--- src/hdl/hsr_pkg.sv ---
// Shared types, widths and the gamma lookup table for the haze scene radiance recovery block.
// Used by hsr_front, hsr_div_step and haze_scene_radiance_recover_top; depends on nothing else.
package hsr_pkg;

  // Field widths.
  localparam int PIX_W           = 8;
  localparam int LIGHT_W         = 16;
  localparam int TRANS_FRAC_BITS = 12;
  localparam int TRANS_W         = TRANS_FRAC_BITS + 1;
  localparam int CFG_IDX_W       = 2;

  // Radiance arithmetic: N = d * 2^(F+1) + t * (2A + 256), D = 512 * t.
  localparam int D_W       = LIGHT_W + 2;          // signed 256*I - A
  localparam int M_W       = LIGHT_W + 2;          // 2A + 256
  localparam int P_W       = TRANS_W + M_W;        // t * (2A + 256)
  localparam int N_W       = P_W + 1;              // signed numerator
  localparam int QUO_W     = PIX_W;                // quotient bits kept
  localparam int DEN_SH    = PIX_W + 1;            // D = t << DEN_SH
  localparam int SAT_SH    = DEN_SH + QUO_W;       // 256 * D = t << SAT_SH
  localparam int REM_W     = TRANS_W + SAT_SH;     // remainder below 256 * D
  localparam int QB_W      = $clog2(QUO_W);
  localparam int NUM_STEPS = QUO_W / 2;            // two quotient bits per stage

  localparam logic [LIGHT_W-1:0] LIGHT_RESET = 16'hFF00;

  // Configuration register indexes.
  typedef enum logic [CFG_IDX_W-1:0] {
    REG_LIGHT_CH0 = 2'd0,
    REG_LIGHT_CH1 = 2'd1,
    REG_LIGHT_CH2 = 2'd2
  } cfg_reg_t;

  // State of one channel as it moves through the divider.
  typedef struct packed {
    logic               neg;
    logic               sat;
    logic [TRANS_W-1:0] te;
    logic [REM_W-1:0]   rem;
    logic [QUO_W-1:0]   quo;
  } hsr_div_t;

  typedef logic [255:0][PIX_W-1:0] gamma_lut_t;

  // Builds G(i) = round(255 * (i/255)^0.7) by exact integer comparison of
  // (2y+1)^10 against 1024 * 255^3 * i^7, searching y by bisection.
  function automatic gamma_lut_t gamma_build();
    gamma_lut_t  lut;
    logic [95:0] rhs;
    logic [95:0] lhs;
    int          i;
    int          k;
    int          lo;
    int          hi;
    int          mid;
    lut = '0;
    for (i = 0; i < 256; i++) begin
      rhs = 96'd16979328000;
      for (k = 0; k < 7; k++) begin
        rhs = rhs * 96'(i);
      end
      lo = 0;
      hi = 255;
      while (lo < hi) begin
        mid = (lo + hi) / 2;
        lhs = 96'd1;
        for (k = 0; k < 10; k++) begin
          lhs = lhs * 96'(2 * mid + 1);
        end
        if (lhs > rhs) begin
          hi = mid;
        end else begin
          lo = mid + 1;
        end
      end
      lut[i] = lo[PIX_W-1:0];
    end
    return lut;
  endfunction

  localparam gamma_lut_t GAMMA_LUT = gamma_build();

endpackage

--- src/hdl/hsr_front.sv ---
// Front end of one color channel: multiply stage and numerator/saturation stage.
// Depends on hsr_pkg for widths and the divider state type.
module hsr_front (
  input  logic                           clk,
  input  logic [hsr_pkg::PIX_W-1:0]      pix,
  input  logic [hsr_pkg::LIGHT_W-1:0]    light,
  input  logic [hsr_pkg::TRANS_W-1:0]    trans,
  output hsr_pkg::hsr_div_t              div_out
);

  logic [hsr_pkg::TRANS_W-1:0]  te_c;
  logic signed [hsr_pkg::D_W-1:0] d_c;
  logic [hsr_pkg::M_W-1:0]      m_c;
  logic [hsr_pkg::P_W-1:0]      p_c;

  logic signed [hsr_pkg::D_W-1:0] d_q;
  logic [hsr_pkg::P_W-1:0]      p_q;
  logic [hsr_pkg::TRANS_W-1:0]  te_q;

  logic signed [hsr_pkg::N_W-1:0] n_c;
  logic [hsr_pkg::N_W-1:0]      thr_c;
  hsr_pkg::hsr_div_t            div_c;

  // Stage one: zero transmission is raised to one LSB, then the offset
  // 256*I - A and the product t * (2A + 256) are formed.
  always_comb begin
    te_c = (trans == '0) ? hsr_pkg::TRANS_W'(1) : trans;
    d_c  = $signed({2'b00, pix, 8'h00}) - $signed({2'b00, light});
    m_c  = {1'b0, light, 1'b0} + hsr_pkg::M_W'(256);
    p_c  = {{hsr_pkg::M_W{1'b0}}, te_c} * {{hsr_pkg::TRANS_W{1'b0}}, m_c};
  end

  always_ff @(posedge clk) begin
    d_q  <= d_c;
    p_q  <= p_c;
    te_q <= te_c;
  end

  // Stage two: full numerator, sign check and saturation check against 256 * D.
  always_comb begin
    n_c = ($signed({{(hsr_pkg::N_W - hsr_pkg::D_W){d_q[hsr_pkg::D_W-1]}}, d_q})
           <<< (hsr_pkg::TRANS_FRAC_BITS + 1)) + $signed({1'b0, p_q});
    thr_c = {{(hsr_pkg::N_W - hsr_pkg::TRANS_W){1'b0}}, te_q} << hsr_pkg::SAT_SH;
    div_c.neg = n_c[hsr_pkg::N_W-1];
    div_c.sat = !n_c[hsr_pkg::N_W-1] && ($unsigned(n_c) >= thr_c);
    div_c.te  = te_q;
    div_c.rem = n_c[hsr_pkg::REM_W-1:0];
    div_c.quo = '0;
  end

  always_ff @(posedge clk) begin
    div_out <= div_c;
  end

endmodule

--- src/hdl/hsr_div_step.sv ---
// One divider stage: two restoring compare-subtract steps on one channel.
// Depends on hsr_pkg for the divider state type and widths.
module hsr_div_step (
  input  logic                       clk,
  input  logic [hsr_pkg::QB_W-1:0]   bit_hi,
  input  hsr_pkg::hsr_div_t          div_in,
  output hsr_pkg::hsr_div_t          div_out
);

  logic [hsr_pkg::QB_W-1:0]  bit_lo;
  logic [hsr_pkg::REM_W-1:0] den_hi;
  logic [hsr_pkg::REM_W-1:0] den_lo;
  logic [hsr_pkg::REM_W-1:0] rem_mid;
  logic                      q_hi;
  logic                      q_lo;
  hsr_pkg::hsr_div_t         div_c;

  // Quotient bits bit_hi and bit_hi - 1, each against D shifted into place.
  always_comb begin
    bit_lo  = bit_hi - hsr_pkg::QB_W'(1);
    den_hi  = hsr_pkg::REM_W'(div_in.te) << (hsr_pkg::DEN_SH + int'(bit_hi));
    den_lo  = hsr_pkg::REM_W'(div_in.te) << (hsr_pkg::DEN_SH + int'(bit_lo));
    q_hi    = (div_in.rem >= den_hi);
    rem_mid = q_hi ? (div_in.rem - den_hi) : div_in.rem;
    q_lo    = (rem_mid >= den_lo);
    div_c     = div_in;
    div_c.rem = q_lo ? (rem_mid - den_lo) : rem_mid;
    div_c.quo = div_in.quo
              | (hsr_pkg::QUO_W'(q_hi) << bit_hi)
              | (hsr_pkg::QUO_W'(q_lo) << bit_lo);
  end

  always_ff @(posedge clk) begin
    div_out <= div_c;
  end

endmodule

--- src/hdl/haze_scene_radiance_recover_top.sv ---
// out_valid comes from a valid chain that runs in step with the result registers.
// Throughput: one pixel per clock; busy stays low, the pipeline never stalls.
// Depth is set by the two front stages, four two-bit divider stages and the gamma ROM stage.
// Reset (synchronous rst) clears the valid chain and sets every light register to 255.0.
// Top level of the haze scene radiance recovery block; uses hsr_pkg, hsr_front and hsr_div_step.
module haze_scene_radiance_recover_top (
  input  logic                              clk,
  input  logic                              rst,
  input  logic                              start,
  output logic                              busy,
  input  logic [hsr_pkg::PIX_W-1:0]         pix_ch0,
  input  logic [hsr_pkg::PIX_W-1:0]         pix_ch1,
  input  logic [hsr_pkg::PIX_W-1:0]         pix_ch2,
  input  logic [hsr_pkg::TRANS_W-1:0]       trans,
  output logic                              out_valid,
  output logic [hsr_pkg::PIX_W-1:0]         out_ch0,
  output logic [hsr_pkg::PIX_W-1:0]         out_ch1,
  output logic [hsr_pkg::PIX_W-1:0]         out_ch2,
  input  logic                              cfg_valid,
  output logic                              cfg_ready,
  input  logic [hsr_pkg::CFG_IDX_W-1:0]     cfg_index,
  input  logic [hsr_pkg::LIGHT_W-1:0]       cfg_data
);

  localparam int VLD_N = hsr_pkg::NUM_STEPS + 3;

  logic [hsr_pkg::LIGHT_W-1:0] light [3];
  logic [hsr_pkg::PIX_W-1:0]   pix   [3];
  logic [hsr_pkg::PIX_W-1:0]   out_q [3];
  hsr_pkg::hsr_div_t           div_s [3][hsr_pkg::NUM_STEPS+1];
  logic [VLD_N-1:0]            vld;

  // The pipeline takes a pixel and a register write in every cycle.
  assign busy      = 1'b0;
  assign cfg_ready = 1'b1;

  assign pix[0] = pix_ch0;
  assign pix[1] = pix_ch1;
  assign pix[2] = pix_ch2;

  // Atmospheric light registers; writes to unknown indexes are dropped.
  always_ff @(posedge clk) begin
    if (rst) begin
      light[0] <= hsr_pkg::LIGHT_RESET;
      light[1] <= hsr_pkg::LIGHT_RESET;
      light[2] <= hsr_pkg::LIGHT_RESET;
    end else if (cfg_valid && cfg_ready) begin
      unique case (hsr_pkg::cfg_reg_t'(cfg_index))
        hsr_pkg::REG_LIGHT_CH0: light[0] <= cfg_data;
        hsr_pkg::REG_LIGHT_CH1: light[1] <= cfg_data;
        hsr_pkg::REG_LIGHT_CH2: light[2] <= cfg_data;
        default: ;
      endcase
    end
  end

  // Valid bits travel alongside the channel data.
  always_ff @(posedge clk) begin
    if (rst) begin
      vld <= '0;
    end else begin
      vld <= {vld[VLD_N-2:0], start && !busy};
    end
  end

  assign out_valid = vld[VLD_N-1];

  // Per channel: front end, divider stages, then saturation and gamma lookup.
  for (genvar ch = 0; ch < 3; ch++) begin : g_ch
    hsr_front u_front (
      .clk     (clk),
      .pix     (pix[ch]),
      .light   (light[ch]),
      .trans   (trans),
      .div_out (div_s[ch][0])
    );

    for (genvar s = 0; s < hsr_pkg::NUM_STEPS; s++) begin : g_step
      hsr_div_step u_step (
        .clk     (clk),
        .bit_hi  (hsr_pkg::QB_W'(hsr_pkg::QUO_W - 1 - 2 * s)),
        .div_in  (div_s[ch][s]),
        .div_out (div_s[ch][s+1])
      );
    end

    logic [hsr_pkg::PIX_W-1:0] j_c;

    always_comb begin
      priority if (div_s[ch][hsr_pkg::NUM_STEPS].neg) begin
        j_c = '0;
      end else if (div_s[ch][hsr_pkg::NUM_STEPS].sat) begin
        j_c = '1;
      end else begin
        j_c = div_s[ch][hsr_pkg::NUM_STEPS].quo;
      end
    end

    always_ff @(posedge clk) begin
      out_q[ch] <= hsr_pkg::GAMMA_LUT[j_c];
    end
  end

  assign out_ch0 = out_q[0];
  assign out_ch1 = out_q[1];
  assign out_ch2 = out_q[2];

endmodule

--- config.mk ---
export PLATFORM = sky130hd
export DESIGN_NAME = haze_scene_radiance_recover_top
export DESIGN_NICKNAME = d
export VERILOG_FILES = /design/src/hdl/hsr_pkg.sv /design/src/hdl/hsr_front.sv /design/src/hdl/hsr_div_step.sv /design/src/hdl/haze_scene_radiance_recover_top.sv
export SDC_FILE = /design/constraint.sdc
export NUM_CORES = 2
export LEC_CHECK = 0
export ABC_CLOCK_PERIOD_IN_PS = 6440
export BUFFER_PORTS_ARGS = -buffer_cell sky130_fd_sc_hd__buf_2
export CORE_MARGIN = 2
export CORE_UTILIZATION = 25
export CTS_CLUSTER_SIZE = 10
export DETAILED_ROUTE_END_ITERATION = 8
export PLACE_DENSITY = 0.49
export SETUP_SLACK_MARGIN = 0.5
export SYNTH_ARGS = -nofsm -noshare
export SYNTH_HDL_FRONTEND = slang
export SYNTH_SLANG_ARGS = --single-unit
--- constraint.sdc ---
create_clock -name clk -period 6.44 [get_ports clk]
set_clock_uncertainty 0.15 [all_clocks]
set_input_delay 0.966 -clock clk [delete_from_list [all_inputs] [get_ports clk]]
set_output_delay 0.966 -clock clk [all_outputs]
set_load 0.05 [all_outputs]
==> impl_metrics.ini <==
[status]
status = completed

[global_route]
grt_max_degree = 32
grt_pass1_vias = 55248
antenna_found_initial = 22
grt_first_pass_wirelength_um = 317000
grt_usage_pct = 15.1
grt.overflow.total = 0

[synthesis]
synth.lib_cells_used.distinct = 104
synthesis.yosys.warnings = 0
synth_top_cell_area_share_pct = 20.7
ys.flop_type = sky130_fd_sc_hd__dfxtp_1
yosys_register_bits = 723
synth_async_sr_flop_share_pct = 0
synth_enable_flop_cells = 48
synth_fp_nets = 8834
synth_area_leader_cell = sky130_fd_sc_hd__dfxtp_1
post_synth_most_frequent_cells = sky130_fd_sc_hd__inv_1, sky130_fd_sc_hd__ha_1, sky130_fd_sc_hd__dfxtp_1
synth_seq_area_share_pct = 23.0
cell_with_the_most_instances_after_synthesis = sky130_fd_sc_hd__inv_1
syn-mean-instance-area_sq_um = 8.61
netlist_top_cells_area = sky130_fd_sc_hd__dfxtp_1, sky130_fd_sc_hd__fa_1, sky130_fd_sc_hd__ha_1, sky130_fd_sc_hd__inv_1, sky130_fd_sc_hd__xnor2_1
synth.cell_area_sq_um = 65100
netlist_instances = 7563

[sta]
crit_share_post_route_pct = 97.8
worst-slew-pin-transition_ps = 1150
setup_repair_after_global_routing_missed_its_margin = yes
setup_viol_count_final = 0
relSlewSlack_pct = 22.8
max_freq_ghz = 0.159
final_period_minus_worst_setup_slack_ps = 6300
hold_viol = 0
finalMaxSlewViolations = 0
final.setup.worst_slack_ps = 143

[cts]
cts_htree_levels = 3
cts_tree = built
num_cts_buffers = 96
cts.path.max_buffers = 3
cts.hold.buffers_added = 0
clockRootBuffer = sky130_fd_sc_hd__clkbuf_16
clk_transition_reported_paths_ps = 50
cts_sinks = 723
clock_latency_on_the_worst_skew_pair_ps = 730

[min_path]
min_to = g_ch[2].g_step[0].u_step.div_out[51]
min-delay-start = g_ch[2].u_front.div_out[51]
hold_path_class = register to register
worst_hold_path.num_cells = 0

[worst_setup_path]
r2r_cells = 28
regToRegStartpoint = light[0][10]
regToRegEndpoint = g_ch[0].u_front.p_q[29]
timing.critical_path.required_ps = 6900
slowest_cell_on_the_critical_path = sky130_fd_sc_hd__fa_1
crit_arrival_ps = 6760
timing.reg2reg.setup_slack_ps = 140
worst_setup_path_type = register to register
critical_path_endpoint_category = register
cpPeakStageDelay_ps = 560
crit_path_start_kind = register
path_max_fanout = 6

[finish]
filler_cells_inserted = 27069
finish.cell_count_without_fillers = 11466
nets = 9272
drive_above_1_share_pct = 15.5
multi_input_comb_area_sq_um = 46900
stdcell_area_sq_um = 78300
seqCellArea_sq_um = 15000
area_delta_synth_final_pct = 20.2
finalCoreUtilization_pct = 30.2

[drt]
route.detailed.wl_per_inst_um = 17.7
remaining_drc_errors = 0
dr_total_vias = 54225
vias_per_cell = 4.73
drtAntennaViolNets = 0
drt-pass1-iter-count = 5
drt_iter0_markers = 3306
drt-total-wl_um = 203000

[placed_design]
placedCellCount = 11118
dpl_cell_area_sq_um = 72000
dp_worst_setup_slack_ps = -364
place.gp.congestion = 0.884
io_buffer_count = 83
hpwl_um = 161000

[floorplan]
initial_utilization_pct = 25.1
placementRows = 187
pin_count = 86
placeableCoreArea_sq_um = 259000
die_y_um = 514
die_area_sq_um = 265000
die_width_um = 514

[flow_run]
drv.max_cap_violation_count = 0
==> worst max-delay path by stage <==
| stage | startpoint | end | slack [ps] |
|---|---|---|---|
| after CTS | light[0][9] | g_ch[0].u_front.p_q[29] | 200 |
| final | light[0][10] | g_ch[0].u_front.p_q[29] | 140 |
| after detailed placement | trans[1] | g_ch[0].u_front.p_q[30] | -360 |
| after global routing | light[0][25] | g_ch[1].u_front.p_q[29] | -180 |
| after floorplan | trans[5] | g_ch[1].u_front.p_q[29] | 210 |
| after global placement | trans[1] | g_ch[0].u_front.p_q[30] | -330 |
==> sequential cells by signal, summed over array words and instances, names as in the netlist <==
signal	flops
g_ch.g_step.u_step.div_out	384
g_ch.u_front.d_q	51
g_ch.u_front.te_q	13
g_ch.u_front.p_q	90
light	48
g_ch.u_front.div_out	106
vld	7
out_q	24
==> final cells by class <==
type / instances / area share, %
Antenna cell: 6 / 0.0192
Multi-Input combinational cell: 5588 / 59.9
Inverter: 944 / 4.59
Timing Repair Buffer: 648 / 6.69
Tap cell: 3402 / 5.44
Clock inverter: 29 / 0.794
Sequential cell: 723 / 19.1
Clock buffer: 126 / 3.46
==> worst max-delay path: cells and delay by family (launching register included) <==
kind / cells / cell delay, ps
DFF: 1 / 370
xor gates and xnor gates: 2 / 210
buffers and inverters: 8 / 700
adders and majority gates: 6 / 2830
and+or+nand+nor: 4 / 590
AOI/OAI and AO/OA: 8 / 1360
==> cells in the final DEF, fill, tap and decap left out, types with 28 or more instances in the layout <==
cell type / instances
sky130_fd_sc_hd__ha_1: 649
sky130_fd_sc_hd__nor3_1: 102
sky130_fd_sc_hd__a211oi_1: 66
sky130_fd_sc_hd__a31oi_1: 52
sky130_fd_sc_hd__nor2b_1: 109
sky130_fd_sc_hd__xor2_1: 112
sky130_fd_sc_hd__o21a_1: 72
sky130_fd_sc_hd__or3_1: 32
sky130_fd_sc_hd__xnor2_1: 277
sky130_fd_sc_hd__nand2_1: 662
sky130_fd_sc_hd__nor2_1: 413
sky130_fd_sc_hd__inv_1: 900
sky130_fd_sc_hd__nor4_1: 60
sky130_fd_sc_hd__a21oi_2: 38
sky130_fd_sc_hd__dfxtp_1: 669
sky130_fd_sc_hd__a21oi_1: 439
sky130_fd_sc_hd__fa_1: 512
sky130_fd_sc_hd__o21ai_0: 362
sky130_fd_sc_hd__edfxtp_1: 48
sky130_fd_sc_hd__ha_4: 33
sky130_fd_sc_hd__nand4_1: 59
sky130_fd_sc_hd__nand3_1: 122
sky130_fd_sc_hd__buf_4: 468
sky130_fd_sc_hd__o21bai_1: 53
sky130_fd_sc_hd__clkbuf_16: 98
sky130_fd_sc_hd__buf_6: 71
sky130_fd_sc_hd__and2_1: 338
sky130_fd_sc_hd__or2_2: 34
sky130_fd_sc_hd__nand2b_1: 98
sky130_fd_sc_hd__o211ai_1: 57
sky130_fd_sc_hd__mux2_2: 108
sky130_fd_sc_hd__buf_2: 83
sky130_fd_sc_hd__a21o_1: 138
sky130_fd_sc_hd__and3_1: 28
==> metal layers <==
layer  track usage [%]  vias up  share of wire, %
li1                  -    26382                 -
met1              19.7    26176                45
met2              25.4     1314                47
met3              2.09      337               4.2
met4              5.15       16               3.3
met5                 0        -             0.049
==> logic make-up (layout without fill, tap and decap cells) <==
family	Yosys count	count (layout)	share of synthesized area (%)
buffers and inverters	1252	1747	7.30
AOI/OAI and AO/OA	1606	1606	15.5
muxes	139	139	2.42
DFF	723	723	23.0
adders and majority gates	1212	1212	29.3
and+or+nand+nor	2220	2220	17.0
xor gates and xnor gates	409	409	5.50
other	2	8	0.0115
==> metrics by stage <==
step	hold slack [ps]	setup TNS (ps)
finish	128	0
global route	131	-622
floorplan	160	0
detailed placement	162	-3670
global placement	160	-2920
CTS	125	0
==> what timing repair did <==
action,CTS,global route
setup endpoints to repair,100,193
setup buffers,126,61
pin swaps,85,124
resized for setup,124,238
Power is left out: the tool's default activity adds up to more than one toggle a clock period on the data nets, which glitch-free logic cannot reach.
